--- config.mk ---
export PLATFORM = sky130hd
export DESIGN_NAME = lzd_seq
export DESIGN_NICKNAME = d
export VERILOG_FILES = /design/src/lzd_pkg.sv /design/src/lzd_seq.sv
export SDC_FILE = /design/constraint.sdc
export NUM_CORES = 1
export LEC_CHECK = 0
export BUFFER_PORTS_ARGS = -buffer_cell sky130_fd_sc_hd__buf_2
export CAP_MARGIN = 0
export CORE_UTILIZATION = 45
export CTS_BUF_LIST = sky130_fd_sc_hd__clkbuf_8 sky130_fd_sc_hd__clkbuf_16
export CTS_CLUSTER_SIZE = 12
export DETAILED_ROUTE_END_ITERATION = 16
export GPL_TIMING_DRIVEN = 0
export MAX_ROUTING_LAYER = met4
export PLACE_DENSITY = 0.63
export SLEW_MARGIN = 40
export SYNTH_ARGS = -nofsm -noshare
export SYNTH_HDL_FRONTEND = slang
export SYNTH_SLANG_ARGS = --single-unit
--- constraint.sdc ---
create_clock -name clock -period 4.6 [get_ports clock]
set_clock_uncertainty 0.2 [all_clocks]
set_input_delay 0.69 -clock clock [delete_from_list [all_inputs] [get_ports clock]]
set_output_delay 0.69 -clock clock [all_outputs]
set_load 0.05 [all_outputs]
--- src/lzd_pkg.sv ---
package lzd_pkg;

   localparam int unsigned SIZE_W    = 24;
   localparam int unsigned BACK_W    = 13;
   localparam int unsigned COUNT_W   = 5;
   localparam int unsigned MIN_MATCH = 3;

   localparam logic [3:0] LZ77_TYPE_CODE = 4'h1;

   localparam logic [1:0] STATUS_OK       = 2'd0;
   localparam logic [1:0] STATUS_BAD_TYPE = 2'd1;
   localparam logic [1:0] STATUS_BAD_DIST = 2'd2;

   typedef struct packed {
      logic [1:0] status;
      logic       last;
      logic       has_byte;
      logic [7:0] data;
   } rsp_item_type;

endpackage

--- src/lzd_seq.sv ---
module lzd_seq
   import lzd_pkg::*;
#(
   parameter int unsigned WINDOW_BYTES = 4096
) (
   input  logic                            clock,
   input  logic                            reset,
   input  logic                            req_valid,
   output logic                            req_ready,
   input  logic [7:0]                      req_byte,
   input  logic                            req_start,
   output logic                            rsp_valid,
   input  logic                            rsp_ready,
   output rsp_item_type                    rsp_item,
   output logic                            wr_en,
   output logic [$clog2(WINDOW_BYTES)-1:0] wr_addr,
   output logic [7:0]                      wr_data,
   output logic                            rd_en,
   output logic [$clog2(WINDOW_BYTES)-1:0] rd_addr,
   input  logic [7:0]                      rd_data
);

   localparam int unsigned ADDR_W = $clog2(WINDOW_BYTES);
   localparam int unsigned PTR_W  = ADDR_W + 1;

   typedef enum logic [3:0] {
      ST_DONE,
      ST_HDR1,
      ST_HDR2,
      ST_HDR3,
      ST_FLAG,
      ST_ITEM,
      ST_TOKLO,
      ST_SETUP,
      ST_READ,
      ST_WRITE
   } state_type;

   state_type          state_ff, state_in;
   logic [SIZE_W-1:0]  target_ff, target_in;
   logic [SIZE_W-1:0]  produced_ff, produced_in;
   logic [7:0]         flag_shift_ff, flag_shift_in;
   logic [3:0]         items_left_ff, items_left_in;
   logic [7:0]         token_high_ff, token_high_in;
   logic [BACK_W-1:0]  back_ff, back_in;
   logic [COUNT_W-1:0] copy_left_ff, copy_left_in;
   logic [ADDR_W-1:0]  wptr_ff, wptr_in;
   logic [ADDR_W-1:0]  rptr_ff, rptr_in;
   logic               rsp_valid_ff, rsp_valid_in;
   rsp_item_type       rsp_item_ff, rsp_item_in;

   logic               accepting;
   logic               slot_free;
   logic               take;
   logic [SIZE_W-1:0]  produced_inc;
   logic               fin;
   logic [BACK_W-1:0]  tok_back;
   logic               bad_dist;
   logic [PTR_W-1:0]   ext_w;
   logic [PTR_W-1:0]   ext_b;
   logic [PTR_W-1:0]   wrap_sum;
   logic [ADDR_W-1:0]  rptr_start;
   logic [ADDR_W-1:0]  wptr_next;
   logic [ADDR_W-1:0]  rptr_next;
   logic [3:0]         items_dec;
   state_type          item_state;
   logic               new_valid;
   rsp_item_type       new_item;

   assign accepting = (state_ff != ST_SETUP) && (state_ff != ST_READ) &&
                      (state_ff != ST_WRITE);
   assign slot_free = !rsp_valid_ff || rsp_ready;
   assign req_ready = accepting && slot_free;
   assign take      = req_valid && req_ready;

   assign produced_inc = produced_ff + SIZE_W'(1);
   assign fin          = produced_inc >= target_ff;

   assign tok_back = {1'b0, token_high_ff[3:0], req_byte} + BACK_W'(1);
   assign bad_dist = SIZE_W'(tok_back) > produced_ff;

   assign ext_w      = PTR_W'(wptr_ff);
   assign ext_b      = PTR_W'(back_ff);
   assign wrap_sum   = ext_w + PTR_W'(WINDOW_BYTES) - ext_b;
   assign rptr_start = (ext_w >= ext_b) ? ADDR_W'(ext_w - ext_b) : wrap_sum[ADDR_W-1:0];

   assign wptr_next = (wptr_ff == ADDR_W'(WINDOW_BYTES - 1)) ? '0 : wptr_ff + ADDR_W'(1);
   assign rptr_next = (rptr_ff == ADDR_W'(WINDOW_BYTES - 1)) ? '0 : rptr_ff + ADDR_W'(1);

   assign items_dec  = items_left_ff - 4'd1;
   assign item_state = (items_dec == 4'd0) ? ST_FLAG : ST_ITEM;

   always_comb begin
      state_in      = state_ff;
      target_in     = target_ff;
      produced_in   = produced_ff;
      flag_shift_in = flag_shift_ff;
      items_left_in = items_left_ff;
      token_high_in = token_high_ff;
      back_in       = back_ff;
      copy_left_in  = copy_left_ff;
      wptr_in       = wptr_ff;
      rptr_in       = rptr_ff;
      new_valid     = 1'b0;
      new_item      = '0;
      wr_en         = 1'b0;
      wr_data       = req_byte;

      unique case (state_ff)
         ST_SETUP: begin
            rptr_in  = rptr_start;
            state_in = ST_READ;
         end
         ST_READ: begin
            state_in = ST_WRITE;
         end
         ST_WRITE: begin
            if (slot_free) begin
               new_valid         = 1'b1;
               new_item.data     = rd_data;
               new_item.has_byte = 1'b1;
               new_item.last     = fin;
               new_item.status   = STATUS_OK;
               wr_en             = 1'b1;
               wr_data           = rd_data;
               wptr_in           = wptr_next;
               rptr_in           = rptr_next;
               produced_in       = produced_inc;
               copy_left_in      = copy_left_ff - COUNT_W'(1);
               if (fin) begin
                  state_in = ST_DONE;
               end else if (copy_left_ff == COUNT_W'(1)) begin
                  flag_shift_in = {flag_shift_ff[6:0], 1'b0};
                  items_left_in = items_dec;
                  state_in      = item_state;
               end else begin
                  state_in = ST_READ;
               end
            end
         end
         default: begin
            if (take) begin
               if (req_start) begin
                  target_in     = '0;
                  produced_in   = '0;
                  flag_shift_in = '0;
                  items_left_in = '0;
                  token_high_in = '0;
                  wptr_in       = '0;
                  if (req_byte[7:4] != LZ77_TYPE_CODE) begin
                     state_in        = ST_DONE;
                     new_valid       = 1'b1;
                     new_item.last   = 1'b1;
                     new_item.status = STATUS_BAD_TYPE;
                  end else begin
                     state_in = ST_HDR1;
                  end
               end else begin
                  unique case (state_ff)
                     ST_HDR1: begin
                        target_in = SIZE_W'(req_byte);
                        state_in  = ST_HDR2;
                     end
                     ST_HDR2: begin
                        target_in = target_ff | {8'd0, req_byte, 8'd0};
                        state_in  = ST_HDR3;
                     end
                     ST_HDR3: begin
                        target_in = target_ff | {req_byte, 16'd0};
                        if ((target_ff | {req_byte, 16'd0}) == '0) begin
                           state_in        = ST_DONE;
                           new_valid       = 1'b1;
                           new_item.last   = 1'b1;
                           new_item.status = STATUS_OK;
                        end else begin
                           state_in = ST_FLAG;
                        end
                     end
                     ST_FLAG: begin
                        flag_shift_in = req_byte;
                        items_left_in = 4'd8;
                        state_in      = ST_ITEM;
                     end
                     ST_ITEM: begin
                        if (flag_shift_ff[7]) begin
                           token_high_in = req_byte;
                           state_in      = ST_TOKLO;
                        end else begin
                           new_valid         = 1'b1;
                           new_item.data     = req_byte;
                           new_item.has_byte = 1'b1;
                           new_item.last     = fin;
                           new_item.status   = STATUS_OK;
                           wr_en             = 1'b1;
                           wptr_in           = wptr_next;
                           produced_in       = produced_inc;
                           if (fin) begin
                              state_in = ST_DONE;
                           end else begin
                              flag_shift_in = {flag_shift_ff[6:0], 1'b0};
                              items_left_in = items_dec;
                              state_in      = item_state;
                           end
                        end
                     end
                     ST_TOKLO: begin
                        back_in      = tok_back;
                        copy_left_in = COUNT_W'(token_high_ff[7:4]) + COUNT_W'(MIN_MATCH);
                        if (bad_dist) begin
                           state_in        = ST_DONE;
                           new_valid       = 1'b1;
                           new_item.last   = 1'b1;
                           new_item.status = STATUS_BAD_DIST;
                        end else begin
                           state_in = ST_SETUP;
                        end
                     end
                     default: begin
                        state_in = ST_DONE;
                     end
                  endcase
               end
            end
         end
      endcase
   end

   assign rsp_valid_in = new_valid ? 1'b1 : (rsp_ready ? 1'b0 : rsp_valid_ff);
   assign rsp_item_in  = new_valid ? new_item : rsp_item_ff;

   always_ff @(posedge clock) begin
      token_high_ff <= token_high_in;
      back_ff       <= back_in;
      rptr_ff       <= rptr_in;
      rsp_item_ff   <= rsp_item_in;
      if (reset) begin
         state_ff      <= ST_DONE;
         target_ff     <= '0;
         produced_ff   <= '0;
         flag_shift_ff <= '0;
         items_left_ff <= '0;
         copy_left_ff  <= '0;
         wptr_ff       <= '0;
         rsp_valid_ff  <= 1'b0;
      end else begin
         state_ff      <= state_in;
         target_ff     <= target_in;
         produced_ff   <= produced_in;
         flag_shift_ff <= flag_shift_in;
         items_left_ff <= items_left_in;
         copy_left_ff  <= copy_left_in;
         wptr_ff       <= wptr_in;
         rsp_valid_ff  <= rsp_valid_in;
      end
   end

   assign rsp_valid = rsp_valid_ff;
   assign rsp_item  = rsp_item_ff;
   assign wr_addr   = wptr_ff;
   assign rd_en     = (state_ff == ST_READ);
   assign rd_addr   = rptr_ff;

`ifndef SYNTHESIS
   a_no_accept_in_copy: assert property (@(posedge clock) disable iff (reset)
      (state_ff == ST_SETUP || state_ff == ST_READ || state_ff == ST_WRITE) |-> !req_ready)
      else $error("input word accepted during copy");

   a_copy_below_target: assert property (@(posedge clock) disable iff (reset)
      (state_ff == ST_READ) |-> (produced_ff < target_ff))
      else $error("copy running past output size");

   a_copy_count_live: assert property (@(posedge clock) disable iff (reset)
      (state_ff == ST_READ || state_ff == ST_WRITE) |-> (copy_left_ff != '0))
      else $error("copy running with zero count");

   a_marker_is_last: assert property (@(posedge clock) disable iff (reset)
      (rsp_valid_ff && !rsp_item_ff.has_byte) |-> rsp_item_ff.last)
      else $error("word without data not marked last");

   a_setup_after_token: assert property (@(posedge clock) disable iff (reset)
      (state_ff == ST_SETUP) |-> ($past(state_ff) == ST_TOKLO))
      else $error("copy setup not preceded by token");
`endif

endmodule

==> metrics.csv, run 1 <==
stage;metric;value;unit
global_route;first-pass GRT wire length;34600;um
synth;post-synthesis sequential area ratio;38.1;%
cts;H-tree lvl count;4;
cts;Worst-path clk slew;0.05;ns
detailed_routing;vias per std cell;5.67;
synth;Mean Syn Cell Area;8.42;um2
critical_path;R2R Path Start;produced_ff[0];
detailed_routing;DR DRC count;0;
global_route;vias in the first global route;6568;
critical_path;CP Class;in -> reg;
timing;Slew HR;43.5;%
detailed_routing;drt first pass iters;5;
detailed_routing;Antenna Violating Nets Remaining;0;
cts;worst-case clock buffer depth;2;
synth;post-synthesis compound-gate area fraction;16.9;%
global_route;largest net degree at the start of global routing;17;
pwr;Max VDD drop;0.257;mV
global_route;Total Routing Usage GR;26.2;%
critical_path;Crit path buffers/inverters;2;
layout;non-filler instance count after layout;1241;
timing;Hold Fails Final Rpt;0;
timing;Max Slew Vio Count;0;
cts;root buffer cell;clkbuf_16;
critical_path;Worst path slowest cell;clkbuf_1;
layout;multi-input combinational cell area;4440;um2
cts;clock latency on the worst-skew pair;0.43;ns
synth;ys async rst share;0;%
detailed_routing;Via Count;7033;
placement;dpl cells;1210;
timing;f_max;229;MHz
layout;n_diodes;0;
synth;leading area contributor after synthesis;dfxtp_1;
hold_path;Hold Crit Class;reg -> reg;
synth;Commonest cells post-synth;97 x nand2_1, 92 x nor2_1, 82 x dfxtp_1, 63 x a21oi_1, 63 x inv_1;
synth;mux share of post-synthesis cell area;0.129;%
critical_path;Crit Path Max Fanout;12;
detailed_routing;Routed WL;21700;um
floorplan;Die Y;133;um
placement;gpl congestion;0.940;
synth;Top FF cell, synth;dfxtp_1;
cts;CTS tree;built;
synth;post-synthesis net count;1003;
floorplan;I/O pins;69;
placement;post-DP HPWL;16300;um
outcome;status;complete, no violations;
critical_path;Max stage delay on crit path;0.51;ns
detailed_routing;Initial DRC Count;474;
critical_path;Setup crit start kind;input pin;
cts;hold-fix buffers at CTS;0;
hold_path;Hold Startpoint;items_left_ff[1];
synth;EDFF count, synth;44;
timing;crit path time final;4.37;ns
layout;number of fill cells;1612;
timing;Slew @ Worst Pin;0.847;ns
synth;post-synthesis cell area;7780;um2
flow_run;Max-Cap Viols;0;
floorplan;Die W;133;um
timing;RSZ-0062 raised after global routing;false;
synth;post-synth top area share;21.1;%
floorplan;Row Count;47;
cts;CTS Sinks;126;
synth;simple-gate area share of the yosys netlist;23.4;%
synth;Cells after Synth;924;
layout;fraction of layout instances using a drive strength above 1;12.2;%
placement;DP Area;8390;um2
timing;final setup vio count;0;
layout;Area growth syn-to-layout;15.4;%
cts;CTS buffer count;17;
synth;Area contributors post-synth;dfxtp_1 21%, edfxtp_1 17%, ha_1 9.2%, nand2_1 4.7%, xnor2_1 4.5%;
pwr;Tot Pwr;2760;uW
synth;Synth Area in XOR/XNOR;6.76;%
detailed_routing;Wirelength per Cell;17.5;um
synth;adder-cell share of the synthesized area;9.43;%
synth;largest family of logic cells by synthesized area;simple AND/OR/NAND/NOR gates;
critical_path;Crit path max-delay family;compound AO/OA/AOI/OAI gates;
placement;IO buf count;66;
critical_path;Critical Path RT;4.44;ns
timing;Setup TNS;0;ns
floorplan;initial core utilization;46.6;%
pwr;P_leak;0.00355;uW
layout;Nets;1087;
global_route;initial antenna violation count;0;
layout;Reg area;2960;um2
pwr;Power Dens Cells;308;nW/um2
synth;Netlist cell types;69;
global_route;total congestion overflow;0;
synth;most frequent cell after synthesis;nand2_1;
critical_path;Worst Path Arrival;4.21;ns
critical_path;CP endpoint kind;flip-flop;
layout;design area;8980;um2
floorplan;full die area;17800;um2
critical_path;crit path launch;req_byte[5];
synth;post-synthesis register bit count;126;
critical_path;worst-path cell chain;buf_2 -> clkbuf_1 -> and3_1 -> nand3_1 -> xnor2_1 -> ha_1 -> and2_1 -> a221oi_1 -> o221ai_1 -> o21a_1 -> a31o_2 -> o21ai_0 -> nand2_1;
synth;Ys Warns;0;
timing;period utilization;95.0;%
floorplan;Core Box Area;16700;um2
-- timing repair --
action / CTS / global route
buffers inserted: 0 / 0
cloned: 0 / 0
gates resized for setup: 1 / 7
endpoints found under the setup margin: 18 / 26
-- cells in the final DEF (no fill, tap or decap), types with 5 or more instances in the layout --
| master | n |
|---|---|
| nand3_1 | 41 |
| o21ai_1 | 15 |
| a22o_1 | 6 |
| nand2_1 | 97 |
| clkbuf_16 | 18 |
| clkinv_2 | 5 |
| nor2_1 | 90 |
| or3_1 | 6 |
| buf_2 | 72 |
| clkbuf_1 | 25 |
| a31oi_1 | 6 |
| nor4_1 | 14 |
| nor3_1 | 28 |
| edfxtp_1 | 44 |
| a22oi_1 | 14 |
| o21ai_0 | 29 |
| o31a_1 | 5 |
| and3_1 | 14 |
| dfxtp_1 | 81 |
| inv_1 | 68 |
| nand2b_1 | 6 |
| o22ai_1 | 7 |
| a211oi_1 | 9 |
| and2_1 | 7 |
| a21oi_1 | 63 |
| xor2_1 | 20 |
| xnor2_1 | 40 |
| nand4_1 | 23 |
| nor2b_1 | 20 |
| ha_1 | 57 |
| a311oi_1 | 7 |
-- cell families (layout without fill, tap and decap cells) --
kind of cell	after synthesis	after routing
mux	1	1
compound gates	203	203
xor+xnor	60	60
buf+inv	104	201
fa+ha+maj	58	58
simple gates	372	372
flops	126	126
-- registers in the layout, summed over array words and instances (netlist names) --
name           flops
back_ff           12
copy_left_ff       5
flag_shift_ff      8
items_left_ff      4
produced_ff       24
rd_addr           12
rsp_item          12
rsp_valid          1
state_ff           4
target_ff         24
token_high_ff      8
wr_addr           12
-- power breakdown --
part	total, uW	internal [uW]	leakage (uW)	switching, uW
Clock	1270	787	0.000297	486
Sequential	1200	1180	0.00107	21.2
Combinational	289	91.7	0.00218	197
-- layout make-up --
class                   count  area share (%)
clock inverters            12           0.906
well taps                 220            3.07
flip-flops and latches    126            33.0
clock buffers              20            5.32
repair buffers             66            3.68
plain buffers              37            1.77
inverters                  66            2.76
multi-input cells         694            49.5
-- tightest hold or removal path, delay by kind of cell, from the launching register on --
family / cells / cell delay [ns]
flops: 1 / 0.32
compound gates: 1 / 0.05
simple gates: 1 / 0.06
-- worst paths after layout --
path	to	slack (ns)	cells after the start
worst max-delay path	rsp_item[2]	0.23	13
worst min-delay path	items_left_ff[1]	0.27	2
worst max register to register	flag_shift_ff[3]	0.43	16
worst min register to register	items_left_ff[1]	0.27	2
-- layer usage --
metal	vias to the layer above	routed length, um	global-route usage [%]
met3	29	1520	5.52
met1	3276	9720	33.7
met5	-	0	-
li1	3494	-	-
met4	0	427	8.33
met2	234	10100	41.0
-- through the flow --
stage                     util, %  hold slack [ns]  setup WS (ns)
after floorplan                 -            0.245          0.691
after global placement       50.2            0.261         -0.507
after detailed placement     50.3            0.266         -0.526
after CTS                    53.6            0.278         0.0884
after global routing         53.8            0.301         0.0258
final                        53.8            0.274          0.232
No activity file was read; power rests on OpenSTA's default activity.
==> run 2: changes to the inputs <==
--- a/config.mk
+++ b/config.mk
@@ -8,9 +8,10 @@
 export BUFFER_PORTS_ARGS = -buffer_cell sky130_fd_sc_hd__buf_2
 export CAP_MARGIN = 0
 export CORE_UTILIZATION = 45
-export CTS_BUF_LIST = sky130_fd_sc_hd__clkbuf_8 sky130_fd_sc_hd__clkbuf_16
+export CTS_BUF_LIST = sky130_fd_sc_hd__clkbuf_4
 export CTS_CLUSTER_SIZE = 12
 export DETAILED_ROUTE_END_ITERATION = 16
+export GPL_ROUTABILITY_DRIVEN = 0
 export GPL_TIMING_DRIVEN = 0
 export MAX_ROUTING_LAYER = met4
 export PLACE_DENSITY = 0.63
==> run 2 against run 1 <==
Non-clock buffer count rose by 1. Critical path type is now reg -> out. Global-route usage decreased by 0.62 points. Cell count increased by 0.16%.
==> metrics.csv, run 2 (synthesis gave the netlist of run 1 again) <==
stage;metric;value;unit
outcome;status;complete, no violations;
critical_path;Setup crit start kind;flip-flop;
pwr;P_leak;0.00340;uW
critical_path;CP endpoint kind;output port;
layout;Area growth syn-to-layout;12.2;%
detailed_routing;Wirelength per Cell;17.3;um
layout;number of fill cells;1637;
global_route;total congestion overflow;0;
global_route;Total Routing Usage GR;25.5;%
global_route;met2 usage;39.8;%
global_route;vias in the first global route;6471;
floorplan;I/O pins;69;
global_route;met3 usage;5.48;%
layout;fraction of layout instances using a drive strength above 1;12.3;%
cts;CTS Sinks;126;
cts;root buffer cell;clkbuf_4;
timing;period utilization;94.7;%
pwr;Power Dens Cells;269;nW/um2
critical_path;Critical Path RT;3.71;ns
cts;worst-case clock buffer depth;2;
floorplan;Row Count;47;
timing;Slew HR;47.3;%
flow_run;Max-Cap Viols;0;
layout;most frequent cells in the layout;97 x nand2_1, 90 x nor2_1, 82 x dfxtp_1, 72 x buf_2;
floorplan;Die W;133;um
layout;final core occ;52.3;%
critical_path;Worst Path Arrival;3.46;ns
pwr;Tot Pwr;2350;uW
detailed_routing;Antenna Violating Nets Remaining;0;
cts;CTS buffer count;17;
detailed_routing;vias per std cell;5.62;
placement;IO buf count;66;
pwr;Max VDD drop;0.243;mV
timing;f_max;230;MHz
cts;CTS tree;built;
floorplan;full die area;17800;um2
timing;Slew @ Worst Pin;0.790;ns
layout;Nets;1088;
cts;H-tree lvl count;4;
layout;commonest non-fill, non-tap cell in the layout;nand2_1;
placement;dpl cells;1210;
global_route;initial antenna violation count;1;
global_route;most used routing layer;met2;
floorplan;Core Box Area;16700;um2
placement;post-DP HPWL;16200;um
layout;biggest regs;produced_ff: 24 flops, target_ff: 24 flops;
cts;clock latency on the worst-skew pair;0.56;ns
timing;Max Slew Vio Count;0;
global_route;largest net degree at the start of global routing;17;
detailed_routing;DR DRC count;0;
floorplan;Die Y;133;um
critical_path;CP Class;reg -> out;
detailed_routing;Via Count;6984;
cts;Worst-path clk slew;0.12;ns
floorplan;initial core utilization;46.6;%
layout;non-filler instance count after layout;1243;
critical_path;Crit Path Max Fanout;11;
global_route;met1 Use GR;32.7;%
timing;crit path time final;4.35;ns
timing;RSZ-0062 raised after global routing;false;
critical_path;reg2reg setup slack;0.35;ns
detailed_routing;Routed WL;21500;um
hold_path;Hold Crit Class;in -> reg;
global_route;first-pass GRT wire length;33800;um
timing;final setup vio count;0;
detailed_routing;drt first pass iters;5;
timing;Hold Fails Final Rpt;0;
detailed_routing;Initial DRC Count;517;
## run 2: changes by cell type in the layout (fill, tap and decap cells not counted), moves of 2 or more
cell and change:
clkbuf_4 +18, clkinv_1 +3, bufinv_16 +3, clkbuf_16 -18, inv_1 -5, clkinvlp_4 +2, clkbuf_8 -2
## run 2: timing repair
item | CTS | global route
setup endpoints to repair | 0 | 26
buffers inserted | 0 | 0
gates resized for setup | 0 | 4
hold buffers | 0 | 0
## run 2: worst max-delay path, cell delays in order, from the launching register on
cell and delay [ns]:
dfxtp_1 0.33, buf_4 0.16, nand4b_1 0.24, nand4_1 0.44, nor3_2 0.70, nor2_1 0.24, inv_2 0.23, buf_4 0.25
buf_2 0.29
## run 2: final cells by class
type / count / area, um2 / share of cell area, %
inverters: 66 / 248 / 2.84
diodes: 1 / 2.50 / 0.0287
flip-flops and latches: 126 / 2960 / 33.9
repair buffers: 67 / 342 / 3.91
well taps: 220 / 275 / 3.15
clock inverters: 14 / 174 / 1.99
clock buffers: 18 / 135 / 1.55
multi-input cells: 694 / 4430 / 50.8
plain buffers: 37 / 158 / 1.81
## run 2: per-layer routing
layer,up-vias,wire length [um]
li1,3492,-
met1,3252,9910
met2,202,9730
met4,0,508
met3,38,1320
met5,-,0
## run 2: power by group
part	switching (uW)	leakage (uW)	total (uW)	internal, uW
registers	21.7	0.00107	1200	1180
logic	195	0.00216	288	92.3
clock network	433	0.000160	860	427
total	649	0.00340	2350	1700
## run 2: stage by stage
stage          cell area, um2  setup TNS, ns  hold WS (ns)  worst slack, ns
2_1_floorplan            7780              0         0.245            0.691
3_3_place_gp             8380          -5.72         0.257           -0.471
3_5_place_dp             8390          -6.43         0.276           -0.531
4_1_cts                  8700              0         0.192           0.0500
5_1_grt                  8730              0         0.193          0.00958
6_report                 8730              0         0.211            0.246
## run 2: worst paths after layout
| kind | start | to | depth (start not counted) |
|---|---|---|---|
| worst max-delay path | state_ff[0] | wr_en | 8 |
| worst min-delay path | rd_data[1] | rsp_item[1] | 3 |
| worst max register to register | produced_ff[0] | flag_shift_ff[2] | 16 |
| worst min register to register | items_left_ff[1] | items_left_ff[1] | 2 |
